**config.mk**
```make
export PLATFORM = sky130hd
export DESIGN_NAME = svc_period_reg
export DESIGN_NICKNAME = d
export VERILOG_FILES = /design/src/hdl/svc_pkg.sv /design/src/hdl/svc_top_wrap_unused.sv
export SDC_FILE = /design/constraint.sdc
export NUM_CORES = 1
export LEC_CHECK = 0
export ABC_CLOCK_PERIOD_IN_PS = 1500
export BUFFER_PORTS_ARGS = -buffer_cell sky130_fd_sc_hd__clkbuf_2
export CAP_MARGIN = 15
export CORE_MARGIN = 2
export CORE_UTILIZATION = 45
export CTS_CLUSTER_DIAMETER = 60
export DETAILED_ROUTE_END_ITERATION = 8
export GPL_TIMING_DRIVEN = 0
export PLACE_DENSITY = 0.8
export REMOVE_ABC_BUFFERS = 1
export SYNTH_ARGS = -nofsm -noshare
export SYNTH_HDL_FRONTEND = slang
export SYNTH_SLANG_ARGS = --single-unit
```
**constraint.sdc**
```tcl
create_clock -name clk -period 1.5 [get_ports clk]
set_input_delay 0.3 -clock clk [delete_from_list [all_inputs] [get_ports clk]]
set_output_delay 0.3 -clock clk [all_outputs]
set_load 0.005 [all_outputs]
```
**src/hdl/svc_pkg.sv**
```systemverilog
// Shared types and constants for the SVPWM compare calculator.
`timescale 1ns / 1ps

package svc_pkg;

    localparam int DEF_VOLT_WIDTH = 16;
    localparam int DEF_FRAC_BITS  = 16;
    localparam int NUM_PHASES     = 3;
    localparam int CMP_WIDTH      = 16;

    localparam logic [CMP_WIDTH-1:0] PERIOD_RESET = 16'd4250;

    // m_tuser bit positions
    localparam int TUSER_CLIP     = 0;
    localparam int TUSER_BUS_ZERO = 1;
    localparam int TUSER_WIDTH    = 2;

    // per-phase result leaving a lane
    typedef struct packed {
        logic [CMP_WIDTH-1:0] compare;
        logic                 clip;
    } svc_lane_out_t;

    // control tag that travels beside the lanes
    typedef struct packed {
        logic valid;
        logic bus_zero;
    } svc_tag_t;

    // one finished output beat; compare_a sits in the low bits
    typedef struct packed {
        logic                 bus_zero;
        logic                 clipped;
        logic [CMP_WIDTH-1:0] compare_c;
        logic [CMP_WIDTH-1:0] compare_b;
        logic [CMP_WIDTH-1:0] compare_a;
    } svc_beat_t;

endpackage

```
**src/hdl/svc_top_wrap_unused.sv**
```systemverilog
// Period register for the compare calculator.
`timescale 1ns / 1ps

module svc_period_reg (
    input  logic                          clk,
    input  logic                          rst_n,
    input  logic                          we,
    input  logic [svc_pkg::CMP_WIDTH-1:0] wdata,
    output logic [svc_pkg::CMP_WIDTH-1:0] period
);

    logic [svc_pkg::CMP_WIDTH-1:0] period_reg;

    always_ff @(posedge clk or negedge rst_n)
    begin
        if (!rst_n)
            period_reg <= svc_pkg::PERIOD_RESET;
        else if (we)
            period_reg <= wdata;
    end

    assign period = period_reg;

endmodule

```
==> reports/summary.md <==
For the final routed database, the setup TNS stands at 0 ns. The longest clock path from root to sink contains 2 buffers. The cell family contributing the most delay on the critical path is flip-flops. For the aggregate routed wire length, the log shows 1110 µm. The fraction of synthesized cell area in xor and xnor cells is 0, and the count of buffers added by post-CTS timing repair for setup is 0. The area share of fa/ha/maj cells after synthesis is 0. The area of placed instances was 813 µm². The run finished with clean final reports.

The run gives 421 as the number of global-route vias before repair. The die boundary width was 42.2 µm; the global placement routability congestion was 0.666. The kind of launch point of the worst setup path was a flop. The distinct cell type count after synthesis was 6; the fraction of the cycle the final worst path needs was 0.818. In this run the remaining antenna-violating nets after routing total 0. The all-layer global routing usage came out at 0.141. Library cell contributing the largest single delay on the critical path: sky130_fd_sc_hd__dfstp_2. The number of port buffers is 34, and the sum of overflow across all layers after global routing is 0.

Cell row count: 13. The total count of max-transition violations in the final report came out at 0. Setup repair after global routing left no endpoint under its margin. After layout, the design draws a total of 0.939 mW. During synthesis, Yosys emitted a total of 0 warnings. The full die area was 0.00178 mm². The die span in y is 42.2 µm.

The tools report the I/O pin total as 35. Class of the tightest hold or removal check: input pin to flop. The register with the most flip-flops in the layout has 16 of them. The net count of the finished layout is 91. The tools report the number of fillers in the final layout as 104. The count of endpoints failing hold in the final timing report is 0. For the relative slew slack, the log shows 0.669. The finished cells cover 860 µm². The buffering stage count on the worst path with inverters included was 1; the total number of H-tree levels was 1. Setup violations remaining at the end of the flow were counted as 0. The first global-routing pass estimated 1840 µm of wire. The share of synthesized area occupied by flip-flops and latches came out at 0.620. The complex-gate fraction of the synthesized area works out to 0. Combinational family with the most area after synthesis: multiplexers. The relative area change from synthesis to final layout works out to 31.1%. Mean routed wirelength per cell: 12.9 µm. STA classifies the critical path endpoint as an output pin. The core region is 0.00133 mm². STA puts the critical path data arrival time at 0.93 ns.

The time the final worst path needs with I/O delays and setup came out at 1.23 ns. The number of buffers added to fix hold violations after cts was 1; the mean area per synthesized cell was 19.3 µm². The tools report the starting density of the core as 0.492.

Share of final-layout standard cells stronger than drive strength 1: 0.831. The simple logic cell fraction of the synthesized area came out at 0. The post-detailed-route via-to-cell ratio is 4.74, and the count of inserted antenna diode cells is 0.

The clock arrives with 0 ns of skew. The largest vdd supply drop was 0.577 mV. The number of DRC markers after the initial detailed-route iteration is 1, and the maximum number of pins on one net before global-route repair is 17. Of all nets on the critical path, the largest fanout is 2. The CTS clock-pin slew for the worst setup and hold paths is 0.10 ns.

Traced cell by cell, the critical path runs through clkbuf_2. Post-CTS repair changed the size of 0 cells. The delay of the slowest critical-path stage was 0.54 ns. Summing all multi-input logic gate instances after layout gives 218 µm². The actual slew at the worst max-slew pin is 0.496 ns. In this run the static leakage power is 0.453 nW.

The tool flagged a number of max-cap violations equal to 0. Summing every instance area after synthesis gives 656 µm². The initial antenna violation count is 0. The class of the most critical setup path was flop to output pin. The mux share of post-synthesis cell area is 0.332, and the count of unresolved DRC violations after routing is 0. The clock drives 16 sinks. The number of synthesized register bits came out at 16. TritonCTS built the clock tree. Before antenna repair, the detailed router went through 3 iterations. Clock tree synthesis inserted a total of 3 buffers.

The run gives 407 µm² as the sequential cell area. Dividing total power by cell area gives a power density of 1090 mW/mm². The tools report the required time at the worst-slack endpoint as 1.20 ns. For this run, the top clock speed supported by timing is 0.815 GHz. The clock root buffer was sky130_fd_sc_hd__clkbuf_4. The later pin in the worst-skew pair is clocked with a latency of 0.28 ns. The post-synthesis cell count was 34; the number of vias after detailed routing was 408.
-- layout by cell type, fill, tap and decap left out --
cell type / n
sky130_fd_sc_hd__mux2_4: 10
sky130_fd_sc_hd__clkbuf_2: 34
sky130_fd_sc_hd__dfrtp_1: 11
sky130_fd_sc_hd__mux2_2: 6
sky130_fd_sc_hd__clkbuf_8: 1
sky130_fd_sc_hd__dlygate4sd3_1: 1
sky130_fd_sc_hd__clkbuf_4: 3
sky130_fd_sc_hd__dfstp_2: 5
-- final timing paths --
kind,to,slack [ns],start,cells after the start
hold / removal,period[2]$_DFFE_PN0P_,0.25,wdata[2],2
setup reg to reg,period[10]$_DFFE_PN0P_,0.73,period[10]$_DFFE_PN0P_,1
min in group asynchronous,period[10]$_DFFE_PN0P_,0.46,rst_n,2
max in group asynchronous,period[1]$_DFFE_PN1P_,0.72,rst_n,2
setup / recovery,period[12],0.27,period[12]$_DFFE_PN1P_,1
hold reg to reg,period[0]$_DFFE_PN0P_,0.52,period[0]$_DFFE_PN0P_,1
-- synthesized netlist by cell type, drive strengths merged --
library cell,count,area [µm²]
dfrtp,11,275
mux2,16,218
dfstp,5,131
buf,2,31.3
-- metrics by stage --
step           instances  hold WS, ns  setup WS (ns)  utilization
3_3_place_gp          81        0.232          0.290        0.610
6_report              86        0.246          0.273        0.644
5_1_grt               86        0.236          0.230        0.644
4_1_cts               86        0.236          0.262        0.644
3_5_place_dp          81        0.243          0.279        0.610
2_1_floorplan         32      0.00441          0.690            -
-- routing by layer --
layer  share of wire  routed length (µm)  GRT usage
met1            0.44                 487      0.167
met2            0.49                 543      0.234
met3           0.074                  82     0.0474
met4               0                   0     0.0563
met5               0                   0          0
-- report_power, final --
part / internal (mW) / switching [mW]
sequential: 0.484 / 0.0223
combinational: 0.0998 / 0.0553
clock: 0.147 / 0.130
total: 0.732 / 0.208
-- cell type report --
class                      count  area share
sequential                    16       0.473
multi-input combinational     16       0.253
timing repair buffer          35       0.210
clock buffer                   4      0.0422
tap                           15      0.0218
-- kinds of logic after synthesis --
kind of cell	count (synthesis)
buffers and inverters	2
flip-flops	16
multiplexers	16
Power figures use the tool's default switching activity.
