[src/hdl/svc_pkg.sv]
// Shared types and constants for the SVPWM compare calculator.
`timescale 1ns / 1ps

package svc_pkg;

    localparam int DEF_VOLT_WIDTH = 16;
    localparam int DEF_FRAC_BITS  = 16;
    localparam int NUM_PHASES     = 3;
    localparam int CMP_WIDTH      = 16;

    localparam logic [CMP_WIDTH-1:0] PERIOD_RESET = 16'd4250;

    // m_tuser bit positions
    localparam int TUSER_CLIP     = 0;
    localparam int TUSER_BUS_ZERO = 1;
    localparam int TUSER_WIDTH    = 2;

    // per-phase result leaving a lane
    typedef struct packed {
        logic [CMP_WIDTH-1:0] compare;
        logic                 clip;
    } svc_lane_out_t;

    // control tag that travels beside the lanes
    typedef struct packed {
        logic valid;
        logic bus_zero;
    } svc_tag_t;

    // one finished output beat; compare_a sits in the low bits
    typedef struct packed {
        logic                 bus_zero;
        logic                 clipped;
        logic [CMP_WIDTH-1:0] compare_c;
        logic [CMP_WIDTH-1:0] compare_b;
        logic [CMP_WIDTH-1:0] compare_a;
    } svc_beat_t;

endpackage

[src/hdl/svc_zseq.sv]
// Zero-sequence stage: min/max of the phases and per-phase offset magnitude and sign.
`timescale 1ns / 1ps

module svc_zseq #(
    parameter int VOLT_WIDTH = svc_pkg::DEF_VOLT_WIDTH
) (
    input  logic                         clk,
    input  logic                         en,
    input  logic signed [VOLT_WIDTH-1:0] volt [svc_pkg::NUM_PHASES],
    input  logic        [VOLT_WIDTH-1:0] bus_in,
    output logic        [VOLT_WIDTH-1:0] mag  [svc_pkg::NUM_PHASES],
    output logic                         neg  [svc_pkg::NUM_PHASES],
    output logic        [VOLT_WIDTH-1:0] bus_out
);

    localparam int SW = VOLT_WIDTH + 2;

    logic signed [VOLT_WIDTH-1:0] mx;
    logic signed [VOLT_WIDTH-1:0] mn;
    logic signed [SW-1:0]         sum_mm;
    logic        [VOLT_WIDTH-1:0] mag_reg [svc_pkg::NUM_PHASES];
    logic                         neg_reg [svc_pkg::NUM_PHASES];
    logic        [VOLT_WIDTH-1:0] bus_reg;

    always_comb
    begin
        mx = volt[0];
        mn = volt[0];
        for (int k = 1; k < svc_pkg::NUM_PHASES; k++)
        begin
            if (volt[k] > mx)
                mx = volt[k];
            if (volt[k] < mn)
                mn = volt[k];
        end
        sum_mm = SW'(mx) + SW'(mn);
    end

    // s = 2v - (max + min); |s| never exceeds max - min, so it fits VOLT_WIDTH bits
    for (genvar k = 0; k < svc_pkg::NUM_PHASES; k++)
    begin : g_phase
        logic signed [SW-1:0] s;
        logic signed [SW-1:0] s_abs;

        always_comb
        begin
            s     = (SW'(volt[k]) <<< 1) - sum_mm;
            s_abs = s[SW-1] ? -s : s;
        end

        always_ff @(posedge clk)
        begin
            if (en)
            begin
                mag_reg[k] <= s_abs[VOLT_WIDTH-1:0];
                neg_reg[k] <= s[SW-1];
            end
        end

        assign mag[k] = mag_reg[k];
        assign neg[k] = neg_reg[k];
    end

    always_ff @(posedge clk)
    begin
        if (en)
            bus_reg <= bus_in;
    end

    assign bus_out = bus_reg;

endmodule

[config.mk]
export PLATFORM = sky130hd
export DESIGN_NAME = svc_zseq
export DESIGN_NICKNAME = d
export VERILOG_FILES = /design/src/hdl/svc_pkg.sv /design/src/hdl/svc_zseq.sv
export SDC_FILE = /design/constraint.sdc
export NUM_CORES = 1
export LEC_CHECK = 0
export ABC_CLOCK_PERIOD_IN_PS = 8700
export BUFFER_PORTS_ARGS = -buffer_cell sky130_fd_sc_hd__buf_2
export CAP_MARGIN = 20
export CORE_ASPECT_RATIO = 0.7
export CORE_UTILIZATION = 50
export DETAILED_ROUTE_END_ITERATION = 10
export MAX_ROUTING_LAYER = met4
export PLACE_DENSITY_LB_ADDON = 0.08
export SYNTH_ARGS = -nofsm -noshare
export SYNTH_HDL_FRONTEND = slang
export SYNTH_SLANG_ARGS = --single-unit
[constraint.sdc]
create_clock -name clk -period 8.7 [get_ports clk]
set_input_delay 0.87 -clock clk [delete_from_list [all_inputs] [get_ports clk]]
set_output_delay 0.87 -clock clk [all_outputs]
set_load 0.05 [all_outputs]
==> flow_summary.json <==
{
  "grt-ovfl-total": 0,
  "synth_nets": 1043,
  "holdWs_ns": 0.699,
  "yosys.area.top_type": "edfxtp_1",
  "synth.top_cells.by_area": "edfxtp_1 (24%), ha_1 (15%), xnor2_1 (7.8%)",
  "yosys.area_share.adder": 0.167,
  "cp-end-kind": "flip-flop",
  "placeableCoreArea_um2": 15500,
  "grt_util_met3": 0.0374,
  "synth_top_flop_cell": "edfxtp_1",
  "antennaDiodeCount": 0,
  "initial_utilization": 0.515,
  "dr.pass1.iters": 5,
  "synth_area_per_cell_um2": 9.09,
  "synth-simple-area-share": 0.159,
  "synth_cells": 880,
  "fp.dieW_um": 153,
  "syn_area_um2": 8000,
  "final_max_slew_viol_count": 0,
  "worst_slew_pin_slew_ns": 0.847,
  "synth_top_family_by_area": "compound AO/OA/AOI/OAI gates",
  "drc": 0,
  "cpPeakStageDelay_ns": 0.51,
  "path_clk_slew_ns": 0.05,
  "cts.sinks": 65,
  "setup_slack_ns": -0.0422,
  "synth.area.mux_share": 0.0679,
  "crit_type": "input pin to flip-flop",
  "required_ns": 8.78,
  "min_from": "bus_in[10]",
  "setup_viol": 3,
  "ys_seq_area_frac": 0.244,
  "synth-edff-count": 65,
  "num_rows": 38,
  "viasPerCell": 5.55,
  "status": "finished, violations left",
  "ant_nets": 0,
  "path_buf_inv": 5,
  "nFillCells": 979,
  "synth_compound_gate_area_share": 0.206,
  "failed_checks": "setup timing",
  "grt_pass1_wl_mm": 40.1,
  "grt_antenna_before_repair": 0,
  "use_met2": 0.465,
  "ctsRootBufferMaster": "clkbuf_16",
  "start_kind": "input pin",
  "rsz0062_at_grt": "true",
  "fin_cells": 1519,
  "grt_most_used_layer": "met1",
  "cts_buffer_depth": 2,
  "ys_ff_latch": 65,
  "die_h_um": 108,
  "maxCapViolations": 0,
  "hold_viol_final": 0,
  "cts_tree": "built",
  "track_usage": 0.326,
  "multi_input_area_um2": 6720,
  "period_needed_ns": 8.74,
  "setup_tns_ns": -0.0854,
  "final_common_cell": "buf_4",
  "numCtsBuffers": 9,
  "critPathTopFamily": "compound AO/OA/AOI/OAI gates",
  "drt-total-wl_mm": 27.8,
  "postCtsHoldBufs": 0,
  "final_nets": 1478,
  "initialDrtViolationCount": 723,
  "h-tree-depth": 3,
  "crit_top_cell": "o21a_1",
  "grt_pass1_vias": 7626,
  "yosysWarnings": 0,
  "dieArea_um2": 16500,
  "dp_hpwl_mm": 21.4,
  "min_path_type": "input pin to flip-flop",
  "place_congestion": 0.977,
  "io_pins": 133,
  "largest_reg_flops": 46,
  "relSlewSlack": 0.435,
  "synthDistinctLibCells": 86,
  "cp_max_fo": 4,
  "synthArstFlopShare": 0,
  "layout-drive-gt1-share": 0.497,
  "via_count": 8435,
  "slowest_stage": "fa_2",
  "syn_to_final_growth_pct": 58.2,
  "fmax_mhz": 114,
  "grt.met1_usage": 0.481,
  "final-seq-area_um2": 1950,
  "synth-xor-area-share": 0.114,
  "grt_max_degree": 66,
  "dpl.cell_count": 1478,
  "cp.arrival_ns": 8.82,
  "crit_path_start": "volt[37]",
  "final_cell_mix": "buf_4 (296), buf_2 (131), nor2_1 (69)",
  "fin_crit_sh": 1.00,
  "place.port_buffers": 132,
  "synth.top_cell.area_share": 0.244,
  "wl_per_cell_um": 18.3
}
layout make-up:
| class | count | area share |
|---|---|---|
| clock buffer | 9 | 0.0178 |
| tap | 200 | 0.0198 |
| multi-input combinational | 735 | 0.531 |
| timing repair buffer | 448 | 0.251 |
| sequential | 65 | 0.154 |
| inverter | 56 | 0.0172 |
| clock inverter | 6 | 0.00850 |
cell usage after synthesis, drive strengths merged, types with 7 or more instances:
cell,instances
nor2b,17
a21o,18
a21oi,60
nor2,77
and2,7
ha,93
a31oi,7
nand2b,14
o31ai,8
nand2,50
maj3,9
o2111ai,8
edfxtp,65
nor3,16
xnor2,73
nand4,16
clkbuf,8
buf,16
or2,14
and3,8
o211ai,11
o21ai,39
xor2,27
mux2i,52
nand3,9
inv,56
o21a,13
path summary, 6_finish.rpt:
check	end	slack [ns]	cells after the start
min	bus_out[10]$_DFFE_PP_	0.70	1
max	mag_reg[0][15]$_DFFE_PP_	-0.04	42
through the flow:
stage	setup slack [ns]	cell area, µm²	utilization
global placement	-0.492	11100	0.714
CTS	0.000648	11500	0.742
detailed placement	-0.628	11100	0.714
finish	-0.0422	12700	0.814
floorplan	-0.000446	8110	-
global route	-0.401	12700	0.814
kinds of logic (layout without fill, tap and decap cells):
kind of cell               count (synthesis)  in the layout
DFF                                       65             65
AOI/OAI and AO/OA                        225            225
muxes                                     54             54
adders and majority gates                106            106
xor gates and xnor gates                 100            100
and+or+nand+nor                          250            250
buffers and inverters                     80            519
what timing repair did:
action | 4_1_cts | 5_1_grt
setup buffers | 1 | 25
resized for setup | 20 | 175
endpoints found under the setup margin | 45 | 48
pin swaps | 2 | 96
layer usage:
layer | part of all wire | wire length [µm] | vias to the layer above
met5 | 0 | 0 | -
met4 | 0.014 | 393 | 0
met3 | 0.077 | 2130 | 26
met2 | 0.44 | 12100 | 307
met1 | 0.47 | 13100 | 3978
li1 | - | - | 4124
Power is not shown: default switching activity piles up to over one toggle a cycle in this logic, so the estimate is an artifact.
