<file path="src/hdl/svc_pkg.sv">
// Shared types and constants for the SVPWM compare calculator.
`timescale 1ns / 1ps

package svc_pkg;

    localparam int DEF_VOLT_WIDTH = 16;
    localparam int DEF_FRAC_BITS  = 16;
    localparam int NUM_PHASES     = 3;
    localparam int CMP_WIDTH      = 16;

    localparam logic [CMP_WIDTH-1:0] PERIOD_RESET = 16'd4250;

    // m_tuser bit positions
    localparam int TUSER_CLIP     = 0;
    localparam int TUSER_BUS_ZERO = 1;
    localparam int TUSER_WIDTH    = 2;

    // per-phase result leaving a lane
    typedef struct packed {
        logic [CMP_WIDTH-1:0] compare;
        logic                 clip;
    } svc_lane_out_t;

    // control tag that travels beside the lanes
    typedef struct packed {
        logic valid;
        logic bus_zero;
    } svc_tag_t;

    // one finished output beat; compare_a sits in the low bits
    typedef struct packed {
        logic                 bus_zero;
        logic                 clipped;
        logic [CMP_WIDTH-1:0] compare_c;
        logic [CMP_WIDTH-1:0] compare_b;
        logic [CMP_WIDTH-1:0] compare_a;
    } svc_beat_t;

endpackage

</file>
<file path="src/hdl/svc_lane.sv">
// One phase lane: pipelined restoring divide, ratio clamp, period multiply, round and saturate.
`timescale 1ns / 1ps

module svc_lane #(
    parameter int VOLT_WIDTH = svc_pkg::DEF_VOLT_WIDTH,
    parameter int FRAC_BITS  = svc_pkg::DEF_FRAC_BITS
) (
    input  logic                                clk,
    input  logic                                en,
    input  logic [VOLT_WIDTH-1:0]               mag,
    input  logic                                neg,
    input  logic [VOLT_WIDTH-1:0]               bus,
    input  logic [svc_pkg::CMP_WIDTH-1:0]       period,
    output svc_pkg::svc_lane_out_t              result
);

    localparam int NW = VOLT_WIDTH + FRAC_BITS + 1;   // dividend width
    localparam int DW = VOLT_WIDTH + 1;               // divisor width (2*bus)
    localparam int QW = FRAC_BITS + 1;                // quotient bits kept
    localparam int MW = FRAC_BITS + 2;                // half - ratio
    localparam int PERW = svc_pkg::CMP_WIDTH + 1;     // period as signed
    localparam int PW = MW + PERW;                    // product width
    localparam int TW = PW + 1;                       // rounded sum width
    localparam int RW = TW - FRAC_BITS;               // count after shift
    localparam int NS = FRAC_BITS + 1;                // divide stages

    localparam logic [QW-1:0] ONE_Q  = QW'(1) << FRAC_BITS;
    localparam logic [MW-1:0] HALF_M = MW'(1) << (FRAC_BITS - 1);
    localparam logic [TW-1:0] HALF_T = TW'(1) << (FRAC_BITS - 1);

    logic [NW-1:0] rem_reg [NS+1];
    logic [DW-1:0] den_reg [NS+1];
    logic [QW-1:0] quo_reg [NS+1];
    logic          sat_reg [NS+1];
    logic          neg_reg [NS+1];

    logic [NW-1:0] num_next;
    logic [DW-1:0] den_next;
    logic          sat_next;

    logic [QW-1:0]        q_clamp;
    logic signed [MW-1:0] m_next;
    logic signed [MW-1:0] m_reg;
    logic signed [PW-1:0] prod_next;
    logic signed [PW-1:0] prod_reg;
    logic signed [TW-1:0] t_sum;
    logic [RW-1:0]        t_cnt;
    svc_pkg::svc_lane_out_t res_next;
    svc_pkg::svc_lane_out_t res_reg;

    // dividend = |s|*2^F + bus, divisor = 2*bus; a quotient of 2^(F+1) or more saturates
    always_comb
    begin
        num_next = (NW'(mag) << FRAC_BITS) + NW'(bus);
        den_next = {bus, 1'b0};
        sat_next = {1'b0, num_next} >= ((NW + 1)'(den_next) << (FRAC_BITS + 1));
    end

    always_ff @(posedge clk)
    begin
        if (en)
        begin
            rem_reg[0] <= num_next;
            den_reg[0] <= den_next;
            quo_reg[0] <= '0;
            sat_reg[0] <= sat_next;
            neg_reg[0] <= neg;
        end
    end

    // one quotient bit per stage, MSB first
    for (genvar i = 0; i < NS; i++)
    begin : g_div
        localparam int B = FRAC_BITS - i;
        logic [NW-1:0] dsh;
        logic          ge;

        always_comb
        begin
            dsh = NW'(den_reg[i]) << B;
            ge  = rem_reg[i] >= dsh;
        end

        always_ff @(posedge clk)
        begin
            if (en)
            begin
                rem_reg[i+1] <= ge ? rem_reg[i] - dsh : rem_reg[i];
                den_reg[i+1] <= den_reg[i];
                quo_reg[i+1] <= quo_reg[i] | (QW'(ge) << B);
                sat_reg[i+1] <= sat_reg[i];
                neg_reg[i+1] <= neg_reg[i];
            end
        end
    end

    // clamp ratio to 1.0, then half - signed ratio
    always_comb
    begin
        q_clamp = (sat_reg[NS] || (quo_reg[NS] > ONE_Q)) ? ONE_Q : quo_reg[NS];
        m_next  = neg_reg[NS] ? $signed(HALF_M + MW'(q_clamp))
                              : $signed(HALF_M - MW'(q_clamp));
    end

    always_ff @(posedge clk)
    begin
        if (en)
            m_reg <= m_next;
    end

    assign prod_next = m_reg * $signed({1'b0, period});

    always_ff @(posedge clk)
    begin
        if (en)
            prod_reg <= prod_next;
    end

    // round halves up, then saturate to 0..period
    always_comb
    begin
        t_sum = TW'(prod_reg) + $signed(HALF_T);
        t_cnt = t_sum[TW-1:FRAC_BITS];
        if (t_sum[TW-1])
        begin
            res_next.compare = '0;
            res_next.clip    = 1'b1;
        end
        else if (t_cnt > RW'(period))
        begin
            res_next.compare = period;
            res_next.clip    = 1'b1;
        end
        else
        begin
            res_next.compare = t_cnt[svc_pkg::CMP_WIDTH-1:0];
            res_next.clip    = 1'b0;
        end
    end

    always_ff @(posedge clk)
    begin
        if (en)
            res_reg <= res_next;
    end

    assign result = res_reg;

endmodule

</file>
<file path="config.mk">
export PLATFORM = sky130hd
export DESIGN_NAME = svc_lane
export DESIGN_NICKNAME = d
export VERILOG_FILES = /design/src/hdl/svc_pkg.sv /design/src/hdl/svc_lane.sv
export SDC_FILE = /design/constraint.sdc
export NUM_CORES = 2
export LEC_CHECK = 0
export BUFFER_PORTS_ARGS = -buffer_cell sky130_fd_sc_hd__buf_2
export CAP_MARGIN = 10
export CORE_ASPECT_RATIO = 0.75
export CORE_UTILIZATION = 25
export DETAILED_ROUTE_END_ITERATION = 10
export GPL_TIMING_DRIVEN = 0
export HOLD_SLACK_MARGIN = 0.1
export PLACE_DENSITY = 0.37
export SLEW_MARGIN = 10
export SYNTH_ARGS = -nofsm -noshare
export SYNTH_HDL_FRONTEND = slang
export SYNTH_SLANG_ARGS = --single-unit
</file>
<file path="constraint.sdc">
create_clock -name clk -period 8.5 [get_ports clk]
set_clock_uncertainty 0.2 [all_clocks]
set_input_delay 0 -clock clk [delete_from_list [all_inputs] [get_ports clk]]
set_output_delay 0 -clock clk [all_outputs]
set_load 0.005 [all_outputs]
</file>
==> metrics <==
maxcap violations=0; synthesis warning total=0; CTS Buf Count=~100; synth top area cells=edfxtp_1 (47%), fa_1 (11%), ha_1 (8.4%); share of layout cells above drive strength 1=0.0603; grt ovf=0; First-pass DRT Iterations=5; multiplexer share of the synthesized area=0.0185; XOR/XNOR Fraction of Synth Area=0.0501; dpl cell area=roughly 0.063 mm2; Clock Power Share=0.176; Final Instance Area=0.0668 mm2; CP endpoint kind=register; DR DRC count=0; first-pass GRT wire length=approximately 240 mm; adder-cell share of the synthesized area=0.189; Nets=6201; sequential share of power=0.299; CORE AREA=0.232 mm2; Synth Cell Area=0.0584 mm2; Final Cycle Share=0.968; initial core utilization=0.252; Synth Area in Compound Gates=0.0975; total track usage=0.132; Routed WL per cell=about 18 um; top cell type's share of synthesized area=0.467; Chip Width=around 560 um; routed wire length=155 mm; vias in the first global route=around 40000; DIE AREA=around 0.24 mm2; Worst R2R Start=m_reg[5]; Syn-to-layout area delta=14.3%; number of synthesized flops with an enable pin=909; Crit-path slowest cell=edfxtp_1; outcome=finished, final reports clean; P_int=between 10 and 15 mW; Final WS setup=between 200 and 300 ps; sw power=roughly 10 mW; CP required=about 8700 ps; total negative slack=0 ps; Yosys reg bits=a little over 900; Post-synth ARST share=0; crit path launch=m_reg[5]; cell mode on critical path=fa_1; Die H=~420 um; # IOs=slightly below 70; clock buffer depth=3; Largest stage delay, worst path=just over 700 ps; critical path class=register to register; worst path arrival time=8400 ps; Tmin final=slightly above 8000 ps; VDD IR max=roughly 0.00068 V; Synth cell types=between 80 and 90; Setup Fix Bufs, Post-CTS=0; Static Leak=between 20 and 30 nW; CTS Sinks=about 900; dpl hpwl=between 100 and 150 mm; worst skew pair latency=between 600 and 700 ps; max reg flops=560; dominant combinational cell family by area after synthesis=adder cells; initial antenna violation count=9; top_reg_cell synth=edfxtp_1; Net Sw Frac=0.417; site row count=between 150 and 200; Hold/Removal Path Class=input port to register; CP Max Fanout=10; Worst Tran Pin Value=approximately 1300 ps; final setup vio count=0; syn_nets=5956; Setup crit start kind=register; Root Driver=clkbuf_16; combinational power share=0.525; Vias=roughly 38000; hold wc startpoint=en; relative slew slack=0.150; simple-gate portion of the synthesized area=0.122; largest net degree at the start of global routing=roughly 160; register area share after synthesis=0.467; Avg Cell Area, Syn=between 10 and 15 um2; IO buf count=53; pwr dens=roughly 370 mW/mm2; final hold vios=0; Max Fclk=around 0.12 GHz; Max Slew Vio Count=0; worst-path cell chain=clkbuf_2 > nand2_1 > fa_1 > inv_1 > fa_1 > inv_1 > fa_1 > inv_1 > fa_1 > fa_1 > inv_1 > fa_1 > inv_1 > ha_1 > nand4_1 > o31ai_2 > o211ai_1 > a21oi_1 > a31oi_1 > xnor2_1; post-route ant nets=0; routed vias/inst=between 4 and 5; Synth area leader=edfxtp_1; clk slew on worst S/H paths=~60 ps; DRT iter0 DRCs=a little over 3000; GPL Wtd Cong=a little over 0.8; CTS tree=done; Syn Inst Count=about 5200; worst slack at placement=-242 ps; H-tree lvl count=3
## area by class of cell
class | instances | area (um2)
Clock inverter | 51 | 440
Inverter | 736 | 2760
Antenna cell | 4 | 10.0
Buffer | 118 | 478
Multi-Input combinational cell | 3443 | 27900
Fill cell | 24000 | 165000
Timing Repair Buffer | 142 | 1270
Sequential cell | 909 | 27300
Clock buffer | 127 | 2710
Tap cell | 3100 | 3880
## per-stage QoR
step	util	total power [mW]	cells	hold slack, ps
finish	0.288	24.4	8630	200
global route	0.288	26.6	8627	166
CTS	0.288	24.7	8626	132
detailed placement	0.271	20.1	8366	-18.2
global placement	0.270	20.3	8359	-17.3
floorplan	-	16.3	5206	-101
## synth_stat cells, types with 16 or more instances
| cell | instances |
|---|---|
| clkbuf_1 | 110 |
| nand3_1 | 79 |
| o21ai_0 | 221 |
| mux2_2 | 82 |
| o21bai_1 | 21 |
| nand2b_1 | 47 |
| nor4_1 | 58 |
| or4_1 | 30 |
| or2_2 | 16 |
| a21o_1 | 99 |
| nor3_1 | 100 |
| fa_1 | 307 |
| nand4_1 | 54 |
| ha_1 | 392 |
| o21a_1 | 65 |
| and3_1 | 29 |
| a21oi_1 | 270 |
| xor2_1 | 155 |
| a31oi_1 | 20 |
| xnor2_1 | 179 |
| a211oi_1 | 24 |
| inv_1 | 735 |
| and2_1 | 131 |
| o31ai_1 | 24 |
| nor4b_1 | 26 |
| nor2_1 | 285 |
| edfxtp_1 | 909 |
| or3_1 | 49 |
| nor2b_1 | 47 |
| o31a_1 | 20 |
| nand2_1 | 409 |
## timing repair
action	4_1_cts	5_1_grt
resized for setup	1	7
setup endpoints to repair	2	2
hold buffers	82	0
hold endpoints to repair	373	0
cloned	0	0
## worst max-delay path: cells and delay by family, from the launching register on
| kind | cells | cell delay (ps) |
|---|---|---|
| buf+inv | 6 | 690 |
| xor+xnor | 1 | 600 |
| fa+ha+maj | 7 | 3610 |
| compound gates | 4 | 1790 |
| flops | 1 | 710 |
| simple gates | 2 | 320 |
## cell usage in the layout, fill, tap and decap left out, types with 105 or more instances in the layout
master / synthesis / final
a21oi_1: 270 / 270
and2_1: 131 / 131
clkbuf_1: 110 / 129
clkbuf_16: 0 / 105
edfxtp_1: 909 / 909
fa_1: 307 / 306
ha_1: 392 / 392
inv_1: 735 / 735
nand2_1: 409 / 409
nor2_1: 285 / 285
o21ai_0: 221 / 220
xnor2_1: 179 / 179
xor2_1: 155 / 155
## final timing paths
check	to	slack, ps	cells past startpoint
min reg2reg	quo_reg[16][16]	200	0
min	rem_reg[7][16]	200	2
max reg2reg	prod_reg[34]	270	20
max	prod_reg[34]	270	20
## metal layers
layer | GRT usage | vias up | share of wire
met3 | 0.0214 | 191 | 0.051
met1 | 0.207 | 18600 | 0.54
li1 | - | 18800 | -
met5 | 0 | - | 0.000084
met4 | 0.0366 | 2 | 0.026
met2 | 0.182 | 747 | 0.39
## cell families after synthesis
group / count (synthesis)
multiplexers: 97
AO/OA/AOI/OAI: 897
XOR/XNOR: 334
adder cells (fa/ha/maj): 699
flip-flops: 909
buffers and inverters: 854
AND/OR/NAND/NOR: 1416
## power groups by stage
stage | combinational (mW) | clock, mW | sequential, mW
floorplan | 9.22 | 0 | 7.05
global placement | 12.7 | 0 | 7.54
detailed placement | 12.7 | 0 | 7.40
CTS | 12.9 | 4.50 | 7.32
global route | 14.5 | 4.64 | 7.42
finish | 12.8 | 4.31 | 7.31
Note: power is estimated with default switching activity, not from simulation.
