`config.mk`:
```
export PLATFORM = sky130hd
export DESIGN_NAME = svc_merge
export DESIGN_NICKNAME = d
export VERILOG_FILES = /design/src/hdl/svc_pkg.sv /design/src/hdl/svc_merge.sv
export SDC_FILE = /design/constraint.sdc
export NUM_CORES = 1
export LEC_CHECK = 0
export ABC_AREA = 1
export BUFFER_PORTS_ARGS = -buffer_cell sky130_fd_sc_hd__buf_2
export CORE_UTILIZATION = 45
export CTS_CLUSTER_SIZE = 40
export DETAILED_ROUTE_END_ITERATION = 6
export PLACE_DENSITY = 0.83
export SLEW_MARGIN = 20
export SYNTH_ARGS = -nofsm -noshare
export SYNTH_HDL_FRONTEND = slang
export SYNTH_SLANG_ARGS = --single-unit
```
`constraint.sdc`:
```
create_clock -name clk -period 8.08 [get_ports clk]
set_input_delay 2.02 -clock clk [delete_from_list [all_inputs] [get_ports clk]]
set_output_delay 2.02 -clock clk [all_outputs]
set_load 0.005 [all_outputs]
```
`src/hdl/svc_pkg.sv`:
```
// Shared types and constants for the SVPWM compare calculator.
`timescale 1ns / 1ps

package svc_pkg;

    localparam int DEF_VOLT_WIDTH = 16;
    localparam int DEF_FRAC_BITS  = 16;
    localparam int NUM_PHASES     = 3;
    localparam int CMP_WIDTH      = 16;

    localparam logic [CMP_WIDTH-1:0] PERIOD_RESET = 16'd4250;

    // m_tuser bit positions
    localparam int TUSER_CLIP     = 0;
    localparam int TUSER_BUS_ZERO = 1;
    localparam int TUSER_WIDTH    = 2;

    // per-phase result leaving a lane
    typedef struct packed {
        logic [CMP_WIDTH-1:0] compare;
        logic                 clip;
    } svc_lane_out_t;

    // control tag that travels beside the lanes
    typedef struct packed {
        logic valid;
        logic bus_zero;
    } svc_tag_t;

    // one finished output beat; compare_a sits in the low bits
    typedef struct packed {
        logic                 bus_zero;
        logic                 clipped;
        logic [CMP_WIDTH-1:0] compare_c;
        logic [CMP_WIDTH-1:0] compare_b;
        logic [CMP_WIDTH-1:0] compare_a;
    } svc_beat_t;

endpackage

```
`src/hdl/svc_merge.sv`:
```
// Merge stage: combines lane results and flags, output register with skid slot.
`timescale 1ns / 1ps

module svc_merge (
    input  logic                                  clk,
    input  logic                                  rst_n,
    input  svc_pkg::svc_lane_out_t                lane [svc_pkg::NUM_PHASES],
    input  svc_pkg::svc_tag_t                     tag,
    input  logic [svc_pkg::CMP_WIDTH-1:0]         period,
    input  logic                                  out_ready,
    output logic                                  out_valid,
    output svc_pkg::svc_beat_t                    out_beat,
    output logic                                  advance
);

    svc_pkg::svc_beat_t merged;
    svc_pkg::svc_beat_t out_reg;
    svc_pkg::svc_beat_t skid_reg;
    logic               out_valid_reg;
    logic               skid_valid_reg;
    logic               in_valid;
    logic [svc_pkg::CMP_WIDTH-1:0] mid;

    assign mid = period >> 1;

    always_comb
    begin
        if (tag.bus_zero)
        begin
            merged.compare_a = mid;
            merged.compare_b = mid;
            merged.compare_c = mid;
            merged.clipped   = 1'b0;
            merged.bus_zero  = 1'b1;
        end
        else
        begin
            merged.compare_a = lane[0].compare;
            merged.compare_b = lane[1].compare;
            merged.compare_c = lane[2].compare;
            merged.clipped   = lane[0].clip | lane[1].clip | lane[2].clip;
            merged.bus_zero  = 1'b0;
        end
    end

    // pipeline moves only while the skid slot is free
    assign advance  = !skid_valid_reg;
    assign in_valid = advance && tag.valid;

    always_ff @(posedge clk or negedge rst_n)
    begin
        if (!rst_n)
        begin
            out_valid_reg  <= 1'b0;
            skid_valid_reg <= 1'b0;
        end
        else if (out_ready || !out_valid_reg)
        begin
            out_valid_reg  <= skid_valid_reg || in_valid;
            skid_valid_reg <= 1'b0;
        end
        else if (in_valid)
        begin
            skid_valid_reg <= 1'b1;
        end
    end

    always_ff @(posedge clk)
    begin
        if (out_ready || !out_valid_reg)
            out_reg <= skid_valid_reg ? skid_reg : merged;
        else if (in_valid)
            skid_reg <= merged;
    end

    assign out_valid = out_valid_reg;
    assign out_beat  = out_reg;

endmodule

```
==> metrics, run 1 <==
result of the run completed; launch instance of the worst min-delay path skid_reg[46]; adder and majority cell fraction of the synthesized area 0; First DRT Iteration DRCs 141; register bit count reported by yosys between 100 and 150; average size of a mapped cell around 11 um2; synthesized area ~0.0043 mm2; sequential share of the synthesized area 0.717; sequential standard cell area 0.00305 mm2; non-filler cells in the finished layout 626; final global-route overflow total 0; Critical Path Slowest Stage Cell sky130_fd_sc_hd__buf_4; total core area between 0.009 and 0.01 mm2; area of the multi-input gates 0.00106 mm2; detailed-route wire length per cell approximately 14 um; Max Clock Freq 0.294 GHz; total via count in the routed design 3047; main combinational cell family by area after synthesis simple AND/OR/NAND/NOR gates; cell count after placement between 600 and 700; number of distinct standard cells referenced by the synthesized netlist 14; clock tree from TritonCTS done; number of I/O port buffers 122; pin count of the biggest net entering global routing 54; floorplan die area between 0.009 and 0.01 mm2; pin slew with the least headroom to its limit 0.766 ns; number of antenna violations at the first check in global routing 0; via count of the first global-routing pass ~2900; TNS Setup 0 ns; Avg Vias per Cell 4.87; synthesized instance count around 400; gp weighted congestion roughly 0.81; minimum clock period 3.40 ns; critical setup path kind flip-flop to primary output; commonest non-fill, non-tap cell in the layout sky130_fd_sc_hd__nand2_1; Core Rows 35; share of cells above drive strength 1 0.291; first-pass GRT wire length around 14000 um; Antenna Cells 0; launch point of the worst path skid_valid_reg; number of nets in the synthesized netlist 465; number of slew-limit violations in the final report 0; Worst Clk Skew approximately 0.011 ns; DRC 0; fraction of the mapped netlist area in compound gates 0.00235; Power, Total 1.15 mW; Clock Tree Root sky130_fd_sc_hd__clkbuf_8; Yosys Warn Count 0; Num CTS Buffers 9; number of buffers inserted by post-CTS setup repair 0; DIE HEIGHT between 90 and 100 um; quantity of gates resized following cts 0; relative slew slack 0.489; total power density per cell area 223 mW/mm2; clock transition time at the flip-flop clock pins of the worst setup and hold paths ~0.10 ns; first-pass iteration count of the detailed router 4; relative area change from synthesis to final layout 20.8%; Hold/Removal Path Class flip-flop to flip-flop; GRT Util Overall 0.185; CP Launch Type flip-flop; final hold violations 0; most used cells in the layout excluding fill and tap cells sky130_fd_sc_hd__nand2_1 (249), sky130_fd_sc_hd__buf_2 (122), sky130_fd_sc_hd__edfxtp_1 (100); endpoint kind of the worst setup timing path primary output; horizontal die dimension 99.3 um; depth of the most critical reg-to-reg path 6; Leak Pwr approximately 2.5 nW; worst-skew pair later-pin latency about 0.35 ns; source of the worst register-to-register timing path skid_valid_reg; CP required between 6 and 7 ns; fill cell instance count of the final layout between 800 and 900; Max Buffers Root-to-Sink 2; unrepaired setup endpoints after global routing no; largest voltage drop on the vdd net between 0.0001 and 0.00015 V; mux share of post-synthesis cell area 0; Antenna Nets Post-Route 0; basic-gate share of the synthesized area counting and, or, nand and nor cells 0.244; total clock sinks a little over 100; max-capacitance violation count 0; detailed-route wire length just under 9000 um; hpwl dp roughly 5700 um; sequence of cells on the critical path buf_4 > inv_2 > buf_2; XOR/XNOR Fraction of Synth Area 0; fin crit share 0.420; Max H-tree Level 3; post-layout net count about 580; worst-path maximum fanout 53; starting density of the core 0.463; longest individual stage delay on the worst path approximately 0.46 ns; number of instances on the worst hold path 2; arrival time at the worst endpoint 1.38 ns; count of hold buffers inserted by post-cts repair 0; count of final setup violators 0; IO Count 124
[metrics by stage]
step	utilization	cell area (um2)	hold slack [ns]	setup WS (ns)
after CTS	0.559	5140	0.515	4.65
final	0.559	5140	0.512	4.68
after global routing	0.559	5140	0.537	4.57
after detailed placement	0.535	4920	0.501	4.38
after floorplan	-	4260	0.491	2.17
after global placement	0.535	4920	0.498	4.42
[synthesized netlist by cell type, drive strengths merged]
master	number	area (um2)
nand2	256	1010
edfxtp	100	3000
buf	14	116
inv	7	26.3
nor2	7	26.3
clkbuf	4	15.0
dfrtp	2	50.1
a21oi	1	5.00
nand3	1	5.00
o21ai	1	5.00
[final cells by class]
type,instances,share of cell area
flip-flops and latches,102,0.594
repair buffers,126,0.125
clock buffers,10,0.0248
inverters,7,0.00511
clock inverters,4,0.0190
well taps,111,0.0270
multi-input cells,266,0.206
[critical path: cells and delay by family, from the launching register on]
| family | cells | cell delay (ns) |
|---|---|---|
| buffers and inverters | 3 | 0.67 |
| flip-flops | 1 | 0.35 |
[layer usage]
| layer | share of wire | global-route usage | vias up | wire [um] |
|---|---|---|---|---|
| met5 | 0 | 0 | - | 0 |
| met4 | 0.017 | 0.0769 | 0 | 153 |
| met3 | 0.057 | 0.0351 | 16 | 503 |
| met2 | 0.48 | 0.292 | 116 | 4220 |
| met1 | 0.45 | 0.252 | 1411 | 3940 |
| li1 | - | - | 1504 | - |
[power breakdown]
| part | leakage (nW) | internal, mW | switching (mW) | total [mW] |
|---|---|---|---|---|
| clock | 0.108 | 0.203 | 0.162 | 0.365 |
| combinational | 1.35 | 0.0513 | 0.0849 | 0.136 |
| sequential | 0.997 | 0.635 | 0.0108 | 0.646 |
| total | 2.46 | 0.889 | 0.258 | 1.15 |
[kinds of logic after synthesis]
kind of cell,Yosys count
buffers and inverters,25
AO/OA/AOI/OAI,2
flip-flops,102
AND/OR/NAND/NOR,264
[worst paths after layout]
check / to / slack, ns
max in group asynchronous: skid_valid_reg / 6.52
min in group asynchronous: skid_valid_reg / 1.44
hold / removal: out_beat[46] / 0.51
setup / recovery: advance / 4.68
hold reg to reg: out_beat[46] / 0.51
setup reg to reg: skid_reg[16] / 5.54
Power figures use the tool's default switching activity.
==> run 2, diff against run 1 <==
--- a/config.mk
+++ b/config.mk
@@ -10,7 +10,7 @@
 export CORE_UTILIZATION = 45
 export CTS_CLUSTER_SIZE = 40
 export DETAILED_ROUTE_END_ITERATION = 6
-export PLACE_DENSITY = 0.83
+export PLACE_DENSITY = 0.86
 export SLEW_MARGIN = 20
 export SYNTH_ARGS = -nofsm -noshare
 export SYNTH_HDL_FRONTEND = slang
==> constraint.sdc (replaced) <==
create_clock -name clk -period 2.7 [get_ports clk]
set_input_delay 0.675 -clock clk [delete_from_list [all_inputs] [get_ports clk]]
set_output_delay 0.675 -clock clk [all_outputs]
set_load 0.005 [all_outputs]
==> metrics, run 2 (synthesis results as in run 1) <==
CP required 2.03 ns (-4.03 ns); busiest layer in global routing met2; first-pass GRT wire length 14100 um (+1.6%); fin crit share 0.707; count of final setup violators 0 (unchanged); pin count of the biggest net entering global routing 53 (-1.9%); quantity of gates resized following cts 0 (unchanged); TNS Setup 0 ns (unchanged); Leak Pwr 2.44 nW (-0.79%); DRC 0 (unchanged); starting density of the core 0.463 (unchanged); first-pass iteration count of the detailed router 5 (+1); number of buffers inserted by post-CTS setup repair 0 (unchanged); First DRT Iteration DRCs 136 (-3.5%); GRT Util Overall 0.188 (+0.00306); Max Buffers Root-to-Sink 2 (unchanged); final hold violations 0 (unchanged); R2R Setup Slk 1.10 ns (-4.44 ns); horizontal die dimension 99.3 um (unchanged); Worst Clk Skew 0.0143 ns (+0.00298 ns); end of the worst register-to-register path skid_reg[7]; relative slew slack 0.474 (-0.0150); number of antenna violations at the first check in global routing 0 (unchanged); Clock Tree Root sky130_fd_sc_hd__clkbuf_8; pin slew with the least headroom to its limit 0.789 ns (+0.0225 ns); Max H-tree Level 3 (unchanged); Max Clock Freq ~0.52 GHz; result of the run completed; total core area 0.00920 mm2 (unchanged); number of I/O port buffers 122 (unchanged); largest voltage drop on the vdd net 0.000240 V (+120%); total via count in the routed design 3024 (-0.75%); max-capacitance violation count 0 (unchanged); via count of the first global-routing pass 2939 (+3.1%); area of the multi-input gates 0.00106 mm2 (unchanged); worst-path maximum fanout 18 (-66%); met1 routing resource usage after global routing 0.256 (+0.00451); share of cells above drive strength 1 0.293 (+0.00217); Num CTS Buffers 9 (unchanged); critical setup path kind flip-flop to primary output; launch point of the worst path skid_valid_reg; count of hold buffers inserted by post-cts repair 0 (unchanged); clock transition time at the flip-flop clock pins of the worst setup and hold paths 0.09 ns (about the same); total clock sinks 102 (unchanged); clock tree from TritonCTS done; detailed-route wire length per cell 14.3 um (+1.4%); IO Count 124 (unchanged); Hold/Removal Path Class input pin to async pin; Antenna Nets Post-Route 0 (unchanged); Avg Vias per Cell 4.81 (-1.2%); fill cell instance count of the final layout 809 (-0.61%); relative area change from synthesis to final layout 20.0%; most used cells in the layout excluding fill and tap cells sky130_fd_sc_hd__nand2_1 (249), sky130_fd_sc_hd__buf_2 (122), sky130_fd_sc_hd__edfxtp_1 (100); arrival time at the worst endpoint 1.23 ns (-0.15 ns); minimum clock period 1.91 ns; gp weighted congestion 0.788 (-2.4%); depth of the most critical reg-to-reg path 4 (-2); dpl cell area 0.00494 mm2 (+0.56%); GRT met2 Usage 0.303 (+0.0112); DIE HEIGHT 99.3 um (unchanged); post-layout net count 586 (+0.34%); unrepaired setup endpoints after global routing no; detailed-route wire length 8980 um (+1.9%); CP Launch Type flip-flop; hpwl dp 6110 um (+6.4%); final instance area 0.00511 mm2 (-0.66%); Core Rows 35 (unchanged); final global-route overflow total 0 (unchanged); worst-skew pair later-pin latency 0.35 ns (about the same); floorplan die area 0.00985 mm2 (unchanged); endpoint kind of the worst setup timing path primary output; met3 usage 0.0344 (-0.000703); commonest non-fill, non-tap cell in the layout sky130_fd_sc_hd__nand2_1; crit path to advance; source of the worst register-to-register timing path skid_valid_reg; sequential standard cell area 0.00305 mm2 (unchanged); Antenna Cells 0 (unchanged); number of slew-limit violations in the final report 0 (unchanged); total power density per cell area 624 mW/mm2 (+180%)
-- run 2: worst min-delay path by stage --
stage	end	from	slack (ns)	depth (start not counted)
after floorplan	out_valid	rst_n	0.38	0
after global placement	out_valid	rst_n	0.46	1
after detailed placement	out_valid	rst_n	0.46	1
after CTS	skid_valid_reg	rst_n	0.07	1
after global routing	out_valid	rst_n	0.06	1
final	skid_valid_reg	rst_n	0.09	1
-- run 2: metrics by stage --
stage,setup WS (ns),total power [mW],instances,util,hold WS (ns)
detailed placement,0.796,2.39,614,0.538,0.464
finish,0.792,3.19,629,0.556,0.0944
CTS,0.754,3.21,629,0.556,0.0727
global route,0.716,3.33,629,0.556,0.0618
global placement,0.834,2.37,614,0.538,0.460
floorplan,0.0764,2.19,393,-,0.379
-- run 2: power breakdown --
part	switching, mW	internal [mW]	total, mW	leakage [nW]
Clock	0.504	0.333	0.837	0.0764
Combinational	0.258	0.158	0.417	1.36
Sequential	0.0314	1.90	1.93	0.997
-- run 2: layout make-up --
cell class | count | share of cell area
Tap cell | 111 | 0.0272
Timing Repair Buffer | 128 | 0.131
Multi-Input combinational cell | 266 | 0.207
Inverter | 7 | 0.00514
Clock inverter | 5 | 0.00710
Sequential cell | 102 | 0.598
Clock buffer | 10 | 0.0250
-- run 2: critical path, stage by stage, from the launching register on --
cell and delay, ns:
sky130_fd_sc_hd__dfrtp_2 0.42, sky130_fd_sc_hd__inv_2 0.25, sky130_fd_sc_hd__buf_2 0.21
-- run 2: layer usage --
layer / vias up / share of wire / routed length [um]
met4: 0 / 0.011 / 100
met5: - / 0 / 0
met1: 1391 / 0.45 / 4040
met3: 12 / 0.055 / 493
li1: 1511 / - / -
met2: 110 / 0.48 / 4350
